## src/hw/rtl/bilinear_upscale_2x_int8_assert.svh

```systemverilog
// ---------------------------------------------------------------------------
// Assertion macros for the 2x bilinear upscaler
// Shared forms for the concurrent checks, clocked on clk and held off in reset.
// ---------------------------------------------------------------------------
`ifndef BILINEAR_UPSCALE_2X_INT8_ASSERT_SVH
`define BILINEAR_UPSCALE_2X_INT8_ASSERT_SVH

// The consequent must hold in the same cycle as the antecedent.
`define BU2X_ASSERT_SAME(lbl, ante, cons) \
  lbl: assert property (@(posedge clk) disable iff (!rst_n) (ante) |-> (cons)) \
    else $error("bu2x check failed");

// The consequent must hold in the cycle after the antecedent.
`define BU2X_ASSERT_NEXT(lbl, ante, cons) \
  lbl: assert property (@(posedge clk) disable iff (!rst_n) (ante) |=> (cons)) \
    else $error("bu2x check failed");

`endif

```

## src/hw/rtl/bu2x_pkg.sv

```systemverilog
// ---------------------------------------------------------------------------
// bu2x_pkg
// Types, sizes and helper functions shared by the 2x bilinear upscaler.
// ---------------------------------------------------------------------------
package bu2x_pkg;

  // Largest source plane supported; the row store holds one row of this width.
  localparam int unsigned MAX_WIDTH  = 128;
  localparam int unsigned MAX_HEIGHT = 128;

  localparam int unsigned ColW = $clog2(MAX_WIDTH);
  localparam int unsigned RowW = $clog2(MAX_HEIGHT);

  // Configuration register indexes.
  typedef enum logic [1:0] {
    CFG_SRC_HEIGHT  = 2'd0,
    CFG_SRC_WIDTH   = 2'd1,
    CFG_PLANE_COUNT = 2'd2
  } cfg_idx_t;

  // Kind of destination row or column relative to its source sample:
  // the interpolated one before it, the direct copy, or the edge copy after it.
  typedef enum logic [1:0] {
    K_INTERP = 2'd0,
    K_COPY   = 2'd1,
    K_EDGE   = 2'd2
  } kind_t;

  // One accepted source pixel with its neighbors and position flags.
  typedef struct packed {
    logic signed [7:0] cur;
    logic signed [7:0] left;
    logic signed [7:0] ul;
    logic [RowW-1:0]   row;
    logic [ColW-1:0]   col;
    logic [15:0]       plane;
    logic              has_up;
    logic              has_left;
    logic              last_row;
    logic              last_col;
    logic              frame_end;
  } item_t;

  // Floor of the mean of two signed samples.
  function automatic logic signed [7:0] floor_mean(logic signed [7:0] a,
                                                   logic signed [7:0] b);
    logic [8:0] s;
    s = {a[7], a} + {b[7], b};
    return s[8:1];
  endfunction

endpackage

```

## src/hw/rtl/bu2x_emit.sv

```systemverilog
// ---------------------------------------------------------------------------
// bu2x_emit
// Holds one source item and walks its 1 to 9 destination pixels into the
// result register, one per cycle while out_tready does not stall the result register.
// ---------------------------------------------------------------------------
`include "bilinear_upscale_2x_int8_assert.svh"

module bu2x_emit
  import bu2x_pkg::*;
(
  input  logic              clk,
  input  logic              rst_n,
  // Item load from the source side
  input  logic              load,
  input  item_t             item,
  input  logic signed [7:0] up_pix,     // upper sample, valid from the load edge on
  output logic              can_load,
  // Result stream
  output logic              out_tvalid,
  input  logic              out_tready,
  output logic [39:0]       out_tdata,  // pixel_out[7:0], out_row[15:8], out_col[23:16],
                                        // out_plane[39:24]
  output logic              out_tuser,  // last_of_item
  output logic              out_tlast   // last_of_frame
);

  localparam int unsigned RowCW = RowW + 2;
  localparam int unsigned ColCW = ColW + 2;

  item_t it_r;
  logic  item_v_r;
  kind_t row_k_r, row_k_nxt;
  kind_t col_k_r, col_k_nxt;

  logic        out_v_r;
  logic [39:0] out_data_r;
  logic        out_user_r;
  logic        out_last_r;

  logic  fire;
  logic  last_res;
  kind_t row_end, col_end, col_start;

  logic signed [7:0] h_cur, h_up, pix;
  logic [RowCW-1:0]  drow;
  logic [ColCW-1:0]  dcol;

  // Span of row and column kinds this item produces.
  always_comb begin
    col_start = it_r.has_left ? K_INTERP : K_COPY;
    row_end   = it_r.last_row ? K_EDGE : K_COPY;
    col_end   = it_r.last_col ? K_EDGE : K_COPY;
  end

  assign fire     = item_v_r && (!out_v_r || out_tready);
  assign last_res = (row_k_r == row_end) && (col_k_r == col_end);
  assign can_load = !item_v_r || (fire && last_res);

  // Next position in row-then-column order.
  always_comb begin
    row_k_nxt = row_k_r;
    col_k_nxt = col_k_r;
    if (col_k_r == col_end) begin
      col_k_nxt = col_start;
      unique case (row_k_r)
        K_INTERP: row_k_nxt = K_COPY;
        K_COPY:   row_k_nxt = K_EDGE;
        default:  row_k_nxt = K_EDGE;
      endcase
    end else begin
      unique case (col_k_r)
        K_INTERP: col_k_nxt = K_COPY;
        K_COPY:   col_k_nxt = K_EDGE;
        default:  col_k_nxt = K_EDGE;
      endcase
    end
  end

  // Horizontal mean first, then vertical mean of the two horizontal results.
  always_comb begin
    if (col_k_r == K_INTERP) begin
      h_cur = floor_mean(it_r.left, it_r.cur);
      h_up  = floor_mean(it_r.ul, up_pix);
    end else begin
      h_cur = it_r.cur;
      h_up  = up_pix;
    end
    pix = (row_k_r == K_INTERP) ? floor_mean(h_up, h_cur) : h_cur;
  end

  // Destination coordinate is twice the source position, offset by kind - 1.
  assign drow = {1'b0, it_r.row, 1'b0} + RowCW'(row_k_r) - RowCW'(1);
  assign dcol = {1'b0, it_r.col, 1'b0} + ColCW'(col_k_r) - ColCW'(1);

  // Item register and kind sequencer.
  always_ff @(posedge clk) begin
    if (!rst_n) begin
      item_v_r <= 1'b0;
      row_k_r  <= K_COPY;
      col_k_r  <= K_COPY;
    end else if (load) begin
      item_v_r <= 1'b1;
      row_k_r  <= item.has_up   ? K_INTERP : K_COPY;
      col_k_r  <= item.has_left ? K_INTERP : K_COPY;
    end else if (fire) begin
      if (last_res) begin
        item_v_r <= 1'b0;
      end else begin
        row_k_r <= row_k_nxt;
        col_k_r <= col_k_nxt;
      end
    end
  end

  always_ff @(posedge clk) begin
    if (load) begin
      it_r <= item;
    end
  end

  // Result register: refilled on every transfer while an item is pending.
  always_ff @(posedge clk) begin
    if (!rst_n) begin
      out_v_r <= 1'b0;
    end else if (fire) begin
      out_v_r <= 1'b1;
    end else if (out_tready) begin
      out_v_r <= 1'b0;
    end
  end

  always_ff @(posedge clk) begin
    if (fire) begin
      out_data_r <= {it_r.plane, 8'(dcol), 8'(drow), pix};
      out_user_r <= last_res;
      out_last_r <= last_res && it_r.frame_end;
    end
  end

  assign out_tvalid = out_v_r;
  assign out_tdata  = out_data_r;
  assign out_tuser  = out_user_r;
  assign out_tlast  = out_last_r;

  `BU2X_ASSERT_SAME(a_load_only_when_free, load, can_load)
  `BU2X_ASSERT_SAME(a_kind_in_range, item_v_r, (row_k_r != 2'd3) && (col_k_r != 2'd3))
  `BU2X_ASSERT_NEXT(a_item_drains, fire && last_res && !load, !item_v_r)
  `BU2X_ASSERT_SAME(a_frame_end_ends_item, out_tvalid && out_tlast, out_tuser)

endmodule

```

## src/hw/rtl/bilinear_upscale_2x_int8.sv

```systemverilog
// ---------------------------------------------------------------------------
// bilinear_upscale_2x_int8
// Streaming 2x bilinear upscaler for signed 8-bit planes in raster order.
// ---------------------------------------------------------------------------
// Each source pixel produces 1 to 9 destination pixels (four on average), and
// the result port delivers one per cycle while out_tready does not hold it
// back. The next source pixel is taken in the same cycle that the last result
// of the current one enters the result register, so the input never waits on
// an idle bubble. Results carry their destination row, column and plane; tuser
// marks the last result of each source pixel and tlast the final pixel of the
// last plane. The previous row is kept in a one-row store; any configuration
// write restarts the frame at row, column and plane zero and must happen only
// while the block is idle.
// ---------------------------------------------------------------------------
module bilinear_upscale_2x_int8
  import bu2x_pkg::*;
(
  input  logic        clk,
  input  logic        rst_n,
  // Configuration write port
  input  logic        cfg_wr_en,
  input  logic [1:0]  cfg_addr,
  input  logic [15:0] cfg_wdata,
  // Source pixels
  input  logic        in_tvalid,
  output logic        in_tready,
  input  logic [7:0]  in_tdata,   // pixel_in[7:0]
  // Destination pixels
  output logic        out_tvalid,
  input  logic        out_tready,
  output logic [39:0] out_tdata,  // pixel_out[7:0], out_row[15:8], out_col[23:16],
                                  // out_plane[39:24]
  output logic        out_tuser,  // last_of_item
  output logic        out_tlast   // last_of_frame
);

  logic [7:0]  src_height_r;
  logic [7:0]  src_width_r;
  logic [15:0] plane_count_r;

  logic [RowW-1:0] row_pos_r;
  logic [ColW-1:0] col_pos_r;
  logic [15:0]     plane_pos_r;

  logic signed [7:0] prev_pix_r;
  logic signed [7:0] up_r;
  logic [7:0]        row_mem [MAX_WIDTH];

  logic [ColW:0] w_eff;
  logic [RowW:0] h_eff;
  logic [15:0]   p_eff;

  logic [ColW-1:0] c_cl;
  logic [RowW-1:0] r_cl;
  logic [15:0]     p_cl;
  logic            last_col, last_row, last_plane;

  logic  can_load;
  logic  accept;
  logic  cfg_hit;
  item_t item;

  // Effective sizes: zero acts as one, oversize clamps to MAX_WIDTH and MAX_HEIGHT.
  always_comb begin
    if (src_width_r == 8'd0) begin
      w_eff = (ColW + 1)'(1);
    end else if (32'(src_width_r) > MAX_WIDTH) begin
      w_eff = (ColW + 1)'(MAX_WIDTH);
    end else begin
      w_eff = (ColW + 1)'(src_width_r);
    end
    if (src_height_r == 8'd0) begin
      h_eff = (RowW + 1)'(1);
    end else if (32'(src_height_r) > MAX_HEIGHT) begin
      h_eff = (RowW + 1)'(MAX_HEIGHT);
    end else begin
      h_eff = (RowW + 1)'(src_height_r);
    end
    p_eff = (plane_count_r == 16'd0) ? 16'd1 : plane_count_r;
  end

  // Current position, wrapped in case it lies outside the plane.
  always_comb begin
    c_cl = ({1'b0, col_pos_r} >= w_eff) ? '0 : col_pos_r;
    r_cl = ({1'b0, row_pos_r} >= h_eff) ? '0 : row_pos_r;
    p_cl = (plane_pos_r >= p_eff) ? 16'd0 : plane_pos_r;
    last_col   = ({1'b0, c_cl} == w_eff - (ColW + 1)'(1));
    last_row   = ({1'b0, r_cl} == h_eff - (RowW + 1)'(1));
    last_plane = (p_cl == p_eff - 16'd1);
  end

  assign in_tready = can_load;
  assign accept    = in_tvalid && can_load;

  // The left neighbor is the previous pixel; the upper-left one is the
  // upper sample read for the previous pixel.
  always_comb begin
    item.cur       = in_tdata;
    item.left      = prev_pix_r;
    item.ul        = up_r;
    item.row       = r_cl;
    item.col       = c_cl;
    item.plane     = p_cl;
    item.has_up    = (r_cl != '0);
    item.has_left  = (c_cl != '0);
    item.last_row  = last_row;
    item.last_col  = last_col;
    item.frame_end = last_row && last_col && last_plane;
  end

  // Configuration registers.
  always_comb begin
    unique case (cfg_idx_t'(cfg_addr))
      CFG_SRC_HEIGHT, CFG_SRC_WIDTH, CFG_PLANE_COUNT: cfg_hit = cfg_wr_en;
      default:                                        cfg_hit = 1'b0;
    endcase
  end

  always_ff @(posedge clk) begin
    if (!rst_n) begin
      src_height_r  <= 8'd1;
      src_width_r   <= 8'd1;
      plane_count_r <= 16'd1;
    end else if (cfg_wr_en) begin
      unique case (cfg_idx_t'(cfg_addr))
        CFG_SRC_HEIGHT:  src_height_r  <= cfg_wdata[7:0];
        CFG_SRC_WIDTH:   src_width_r   <= cfg_wdata[7:0];
        CFG_PLANE_COUNT: plane_count_r <= cfg_wdata;
        default:         ;
      endcase
    end
  end

  // Raster position; a configuration write restarts the frame.
  always_ff @(posedge clk) begin
    if (!rst_n || cfg_hit) begin
      row_pos_r   <= '0;
      col_pos_r   <= '0;
      plane_pos_r <= '0;
    end else if (accept) begin
      if (last_col) begin
        col_pos_r <= '0;
        if (last_row) begin
          row_pos_r   <= '0;
          plane_pos_r <= last_plane ? 16'd0 : p_cl + 16'd1;
        end else begin
          row_pos_r   <= r_cl + RowW'(1);
          plane_pos_r <= p_cl;
        end
      end else begin
        col_pos_r   <= c_cl + ColW'(1);
        row_pos_r   <= r_cl;
        plane_pos_r <= p_cl;
      end
    end
  end

  // Row store: read the upper sample and write the new pixel at one address.
  always_ff @(posedge clk) begin
    if (accept) begin
      row_mem[c_cl] <= in_tdata;
      up_r          <= row_mem[c_cl];
      prev_pix_r    <= in_tdata;
    end
  end

  bu2x_emit u_emit (
    .clk        (clk),
    .rst_n      (rst_n),
    .load       (accept),
    .item       (item),
    .up_pix     (up_r),
    .can_load   (can_load),
    .out_tvalid (out_tvalid),
    .out_tready (out_tready),
    .out_tdata  (out_tdata),
    .out_tuser  (out_tuser),
    .out_tlast  (out_tlast)
  );

endmodule
```

## config.mk

```make
export PLATFORM = sky130hd
export DESIGN_NAME = bilinear_upscale_2x_int8
export DESIGN_NICKNAME = d
export VERILOG_FILES = /design/src/hw/rtl/bu2x_pkg.sv /design/src/hw/rtl/bu2x_emit.sv /design/src/hw/rtl/bilinear_upscale_2x_int8.sv
export VERILOG_INCLUDE_DIRS = /design/src /design/src/hw/rtl
export SDC_FILE = /design/constraint.sdc
export NUM_CORES = 2
export LEC_CHECK = 0
export ABC_AREA = 1
export BUFFER_PORTS_ARGS = -buffer_cell sky130_fd_sc_hd__buf_2
export CAP_MARGIN = 20
export CORE_MARGIN = 8
export CORE_UTILIZATION = 46
export DETAILED_ROUTE_END_ITERATION = 10
export HOLD_SLACK_MARGIN = 0.12
export PLACE_DENSITY_LB_ADDON = 0.25
export SYNTH_ARGS = -nofsm -noshare
export SYNTH_HDL_FRONTEND = slang
export SYNTH_SLANG_ARGS = --single-unit
```

## constraint.sdc

```tcl
create_clock -name clk -period 7.8 [get_ports clk]
set_clock_uncertainty 0.2 [all_clocks]
set_input_delay 0.78 -clock clk [delete_from_list [all_inputs] [get_ports clk]]
set_output_delay 0.78 -clock clk [all_outputs]
set_load 0.01 [all_outputs]
```

# ---- After elaboration in Yosys (flattened, before gate mapping)
# Memory sizes are Yosys's and may differ from the RTL's. A register that Yosys moved wholly into a read port is not among the register bits.
# Cells that the tools add are included.
dict set report word_totals {
  ff_bits 168
  ramBits 1024
  memories 1
  in_bits 31
  word_cells 122
  out_inout_bits 44
}
# name words word_bits read_ports rd_ports_with_merged_regs wr line
set memory_table {}
lappend memory_table {row_mem 128 8 1 1 1 bilinear_upscale_2x_int8.sv:47} ;# logic [7:0] row_mem [MAX_WIDTH];
dict set report classes {
  muxes 40
  reduce_logical 32
  n_lt_le_gt_ge 5
  n_addsub 13
  eq_ne 8
}
# op count
set op_table {}
lappend op_table {{16-bit 2-to-1 mux} 5}
lappend op_table {{8-bit 2-to-1 mux} 7}
lappend op_table {{7-bit 2-to-1 mux} 5}
lappend op_table {{8-bit by 1-bit subtractor with 8-bit output, second input constant} 4}
lappend op_table {{8-bit by 8-bit adder with 9-bit output} 3}
lappend op_table {{2-bit 2-to-1 mux} 12}
lappend op_table {{16-bit by 1-bit adder with 16-bit output, second input constant} 1}
lappend op_table {{8-bit by 2-bit adder with 8-bit output} 2}
lappend op_table {{16-bit == test} 1}
lappend op_table {{7-bit by 8-bit == test with 1-bit output} 2}
lappend op_table {{16-bit >= comparator} 1}
lappend op_table {{7-bit by 8-bit >= comparator with 1-bit output} 2}
lappend op_table {{8-bit > comparator, second input constant} 2}
lappend op_table {{16-bit logical NOT} 1}
lappend op_table {{8-bit logical NOT} 2}
lappend op_table {{16-bit by 1-bit subtractor with 16-bit output, second input constant} 1}
lappend op_table {{7-bit by 1-bit adder with 7-bit output, second input constant} 2}
lappend op_table {{7-bit nonzero test} 2}
lappend op_table {{1-bit 2-to-1 mux} 11}
lappend op_table {{2-bit AND reduction} 5}
lappend op_table {{2-bit nonzero test} 4}
lappend op_table {{1-bit logical AND} 7}
lappend op_table {{2-bit logical NOT} 3}
lappend op_table {{2-bit == test} 2}
lappend op_table {{7 further kinds} 11}

# ---- Depth between registers and ports, before layout
dict set report logic_depth {
  word_depth 8
  mapped_depth 28
  depth_no_buf 27
}

# ---- Cells and area by module
# Synthesis repeated with hierarchy kept, for this count alone.
dict set report hier_totals {
  hier_cells 4516
  hier_area_um2 50713.6
}
# module instances cells_each area_each_um2 seq_area_each_um2
set by_module_without_submodules {}
lappend by_module_without_submodules {bilinear_upscale_2x_int8 1 4051 45471.1 32471.1}
lappend by_module_without_submodules {bu2x_emit 1 465 5242.5 3123.0}

# ---- Worst setup path after synthesis
# OpenSTA, ideal clock, no wires.
dict set report synth_path {
  path_kind {input port to flip-flop}
  start {input out_tready}
  end {register u_emit.row_k_r[1]}
  path_slack_ns 3.843
  stages 8
  n_path_buf 0
  setup_time_ns 0.115
  t_arrival_ns 3.643
  required_time_ns 7.485
  cell_sequence {inv_1 nand2_1 inv_1 nor2_1 nand2_1 nor2_1 inv_1 a2111oi_0}
}
dict set report synth_between {
  elab_chain_len 7
  elab_cells_between_ends 10
  cone_classes {eq/ne (1); mux (1); reduce/logical (8)}
}
# item line
set synth_rtl {}
lappend synth_rtl {{from (decl)} bilinear_upscale_2x_int8.sv:30} ;# input logic out_tready,
lappend synth_rtl {{1-bit logical OR *} bu2x_emit.sv:55} ;# assign fire = item_v_r && (!out_v_r || out_tready);
lappend synth_rtl {{1-bit logical AND *} bu2x_emit.sv:55}
lappend synth_rtl {{net u_emit.fire} bu2x_emit.sv:40} ;# logic fire;
lappend synth_rtl {{1-bit logical AND} bu2x_emit.sv:57} ;# assign can_load = !item_v_r || (fire && last_res);
lappend synth_rtl {{1-bit logical OR} bu2x_emit.sv:57}
lappend synth_rtl {{1-bit logical AND} bilinear_upscale_2x_int8.sv:93} ;# assign accept = in_tvalid && can_load;
lappend synth_rtl {{2-bit != test (no line) / 2-bit nonzero test (equally long branches)} n/a}
lappend synth_rtl {{3-bit AND reduction (no line)} n/a}
lappend synth_rtl {{to (signal assigned)} bu2x_emit.sv:103} ;# row_k_r <= item.has_up ? K_INTERP : K_COPY;
lappend synth_rtl {{to (signal assigned)} bu2x_emit.sv:109} ;# row_k_r <= row_k_nxt;
lappend synth_rtl {{to (decl)} bu2x_emit.sv:32} ;# kind_t row_k_r, row_k_nxt;
# Mark *: on every way through the listed nets, which the timed path passes. The rest lies on a longest branch.
# A chain may end at the register's enable or synchronous reset.

# ---- Final worst setup path
dict set report layout_path {
  start {register src_width_r[7]}
  end {register up_r[2] (read register of row_mem) (data pin)}
}
dict set report layout_between {
  elab_chain_len 5
  elab_cells_between_ends 6
  cone_classes {order compare (2); mux (3); reduce/logical (1)}
}
# item line
set layout_rtl {}
lappend layout_rtl {{from (decl)} bilinear_upscale_2x_int8.sv:38} ;# logic [7:0] src_width_r;
lappend layout_rtl {{from (signal assigned)} bilinear_upscale_2x_int8.sv:127} ;# CFG_SRC_WIDTH: src_width_r <= cfg_wdata[7:0];
lappend layout_rtl {{8-bit > comparator} bilinear_upscale_2x_int8.sv:67} ;# end else if (32'(src_width_r) > MAX_WIDTH) begin
lappend layout_rtl {{8-bit 2-to-1 mux} bilinear_upscale_2x_int8.sv:67}
lappend layout_rtl {{8-bit 2-to-1 mux *} bilinear_upscale_2x_int8.sv:65} ;# if (src_width_r == 8'd0) begin
lappend layout_rtl {{7-bit by 8-bit >= comparator with 1-bit output *} bilinear_upscale_2x_int8.sv:84} ;# c_cl = ({1'b0, col_pos_r} >= w_eff) ? '0 : col_pos_r;
lappend layout_rtl {{7-bit 2-to-1 mux *} bilinear_upscale_2x_int8.sv:84}
lappend layout_rtl {{to (decl)} bilinear_upscale_2x_int8.sv:46} ;# logic signed [7:0] up_r;
# Every way passes the cells marked *; elsewhere a longest branch is shown, timed or not.

==> results.toml <==
[timing]
slew_violations = 0
setup-tns-final_ns = 0
layout_setup_ws_ns = 2.000
tightest_slew_ns = 1.202
rsz0062_at_grt = "false"
hold_violations = 0
hold_ws_ns = 0.1839
fmax_mhz = 172.4
setup_viol = 0
period_needed_ns = 5.800
max_slew_margin_pct = 19.64
fin_crit_sh_pct = 74.36

[global_route]
grt_util_all_layers_pct = 21.76
grt_max_degree = 128
antenna_found_initial = 3
grt.overflow.total = 0
grt_pass1_vias = 31490
grt_pass1_wl_mm = 196.1

[placement]
gp_congestion = 0.8797
port_buffers = 74
pre_cts_slack_ns = 2.065
dp_hpwl_mm = 78.36

[worst_setup_path]
cp_cell_sequence = "inv_2, nand2_1, inv_1, nor2_1, inv_1, ha_1, nand2_1, nor2_1, nand2_1, nand4_4, nor2_4, buf_4, nand2_1, inv_4, buf_4, nand2_1, nand4_1, o21ai_0, nand2_1, nor2_1, nor2_1, nor2_1, nand2_1"
critPathMaxStageDelay_ns = 0.76
start_kind = "flip-flop"
cpMostUsedCell = "nand2_1"
critPathSlowestCell = "buf_4"
arrival_ns = 6.20
crit_type = "reg2reg"
crit_buf_inv = 6
path_delay_family = "simple AND/OR/NAND/NOR gates"
end_kind = "flip-flop"
crit_required_ns = 8.20
path_max_fanout = 64

[power_and_ir_drop]
ir_drop_mv = 0.2196
clock_power_share_pct = 41.8
power.density_nw_per_um2 = 252.7
intPower_mw = 10.79
p_switching_mw = 3.269
power_frac_comb_pct = 7.0
finalPower_mw = 14.06
sequentialPowerShare_pct = 51.2
leakagePower_nw = 19.75
switching_share_pct = 23.25

[floorplanning]
start_util_pct = 46.43
die_width_um = 345.0
core_area_um2 = 107200
num_io_pins = 75
die-area_um2 = 119000
rows = 120
die_h_um = 345.0

[synthesis]
seq_area_frac_synth_pct = 71.02
ys_seq_elements = 1200
yosys_warnings = 0
syn_inst = 4303
syn-cell-area_um2 = 49780
async_flop_share_pct = 0
syn_nets = 4411
syn_area_per_cell_um2 = 11.57
synth_cell_types = 48
synth_edf_count = 1132
synth-main-ff-cell = "edfxtp_1"

[clocking]
clockRootBuffer = "clkbuf_16"
cts_tree = "yes"
cts_resized = 0
clkLatencyLatePin_ns = 0.73
htreeDepth = 4
clk_pin_slew_ns = 0.07
clock_sinks = 1200
clock_path_buffers = 3
cts_buffers = 130

[min_path]
worstHoldPathType = "in2reg"

[route]
wirelength_mm = 130.9
antenna_left = 0
route.detailed.drc = 0
first_pass_iters = 6
vias = 32930
post_drt_via_cell_ratio = 5.599
drtIter0Drc = 3533
wl_per_cell_um = 22.26

[final_layout]
final_nets = 4488
num_antenna_cells = 0
drive_gt1_share_pct = 7.703
syn2layout_area_growth_pct = 11.81

[job]
max-cap-violations = 0

[run_status]
outcome = "finished, final reports clean"
==> path summary, 6_finish.rpt <==
| kind | cells past startpoint | slack [ns] | from | to |
|---|---|---|---|---|
| max | 23 | 2.00 | src_width_r[7]$_SDFFE_PN0P_ | up_r[2]$_DFFE_PP_ |
| min | 3 | 0.18 | cfg_wdata[12] | plane_count_r[12]$_SDFFE_PN0P_ |
| max reg2reg | 23 | 2.00 | src_width_r[7]$_SDFFE_PN0P_ | up_r[2]$_DFFE_PP_ |
| min reg2reg | 0 | 0.21 | u_emit.it_r[12]$_DFFE_PP_ | u_emit.out_tdata[31]$_DFFE_PP_ |
==> worst min-delay path, stage by stage <==
cell,delay [ns]
buf_2,0.08
o21ai_0,0.09
a21oi_1,0.13
==> per-stage QoR <==
stage	instance area, µm²	util [%]	cells
floorplan	49780	-	4303
global placement	51490	48.03	5641
finish	55660	51.92	5882
detailed placement	51510	48.05	5642
CTS	55660	51.92	5882
global route	55660	51.92	5882
==> sequential cells by signal, indices dropped and copies added (netlist names), 2 cells and up <==
name              flops
row_mem            1024
u_emit.it_r          58
u_emit.out_tdata     40
plane_count_r        16
plane_pos_r          16
src_height_r          8
src_width_r           8
up_r                  8
col_pos_r             7
row_pos_r             7
u_emit.col_k_r        2
u_emit.row_k_r        2
==> cells in the mapped netlist, drive strengths merged (2+ instances only) <==
library cell,count,area [µm²]
o211a,2,20.02
a21oi,102,514.2
o21ai,196,980.9
nand4,262,1667
o31ai,6,45.04
o211ai,13,97.59
or2,10,62.56
edfxtp,1132,33990
nand3,199,1013
clkinv,5,18.77
dfxtp,68,1361
a31oi,2,12.51
xor2,41,359.1
buf,83,474.2
nand2,1315,4946
xnor2,10,87.58
nor3,22,110.1
fa,5,100.1
a21o,2,15.01
nor2,435,1698
clkbuf,91,341.6
o21bai,4,30.03
a2111oi,2,17.52
ha,72,900.9
o21a,6,45.04
inv,209,784.5
==> per-layer routing <==
layer / track usage [%] / wire length (µm)
met5: 0 / 0
met2: 34.07 / 59540
met1: 30.49 / 55670
met4: 7.794 / 4296
met3: 4.042 / 11440
==> cells in the final DEF (no fill, tap or decap), types with 41 or more instances in the layout <==
master	Yosys	layout
nand2_1	1311	1311
o21ai_0	128	128
nor2_1	423	417
nand3_1	197	196
inv_1	197	197
buf_2	61	66
nand4_1	259	259
dfxtp_1	68	68
o21ai_1	68	68
edfxtp_1	1132	1132
xor2_1	41	41
clkbuf_16	0	136
ha_1	72	72
a21oi_1	101	101
==> power groups by stage <==
stage          logic (mW)  registers (mW)  clock network (mW)
6_report            0.984            7.20                5.88
5_1_grt              1.09            7.20                6.19
4_1_cts             0.988            7.20                5.97
3_5_place_dp        0.981            7.33                   0
3_3_place_gp        0.968            7.33                   0
2_1_floorplan       0.585            7.33                   0
==> what timing repair did <==
action	4_1_cts	5_1_grt
hold buffers	9	0
setup buffers	0	0
hold endpoints to repair	11	0
endpoints found under the setup margin	0	0
==> cell families (layout without fill, tap and decap cells) <==
kind of cell | count (synthesis) | after routing | share of synthesized area, %
flops | 1200 | 1200 | 71.02
fa+ha+maj | 77 | 77 | 2.011
xor+xnor | 51 | 51 | 0.8973
simple gates | 2246 | 2246 | 19.12
buf+inv | 388 | 564 | 3.253
compound gates | 341 | 341 | 3.697
==> final cells by class <==
cell class	instances	area, µm²
fill	9215	51540
sequential	1200	35350
multi-input combinational	2715	12850
clock buffer	164	3518
tap	1403	1755
timing repair buffer	119	820.8
inverter	214	820.8
clock inverter	67	535.5
No activity file was read; power rests on OpenSTA's default activity.
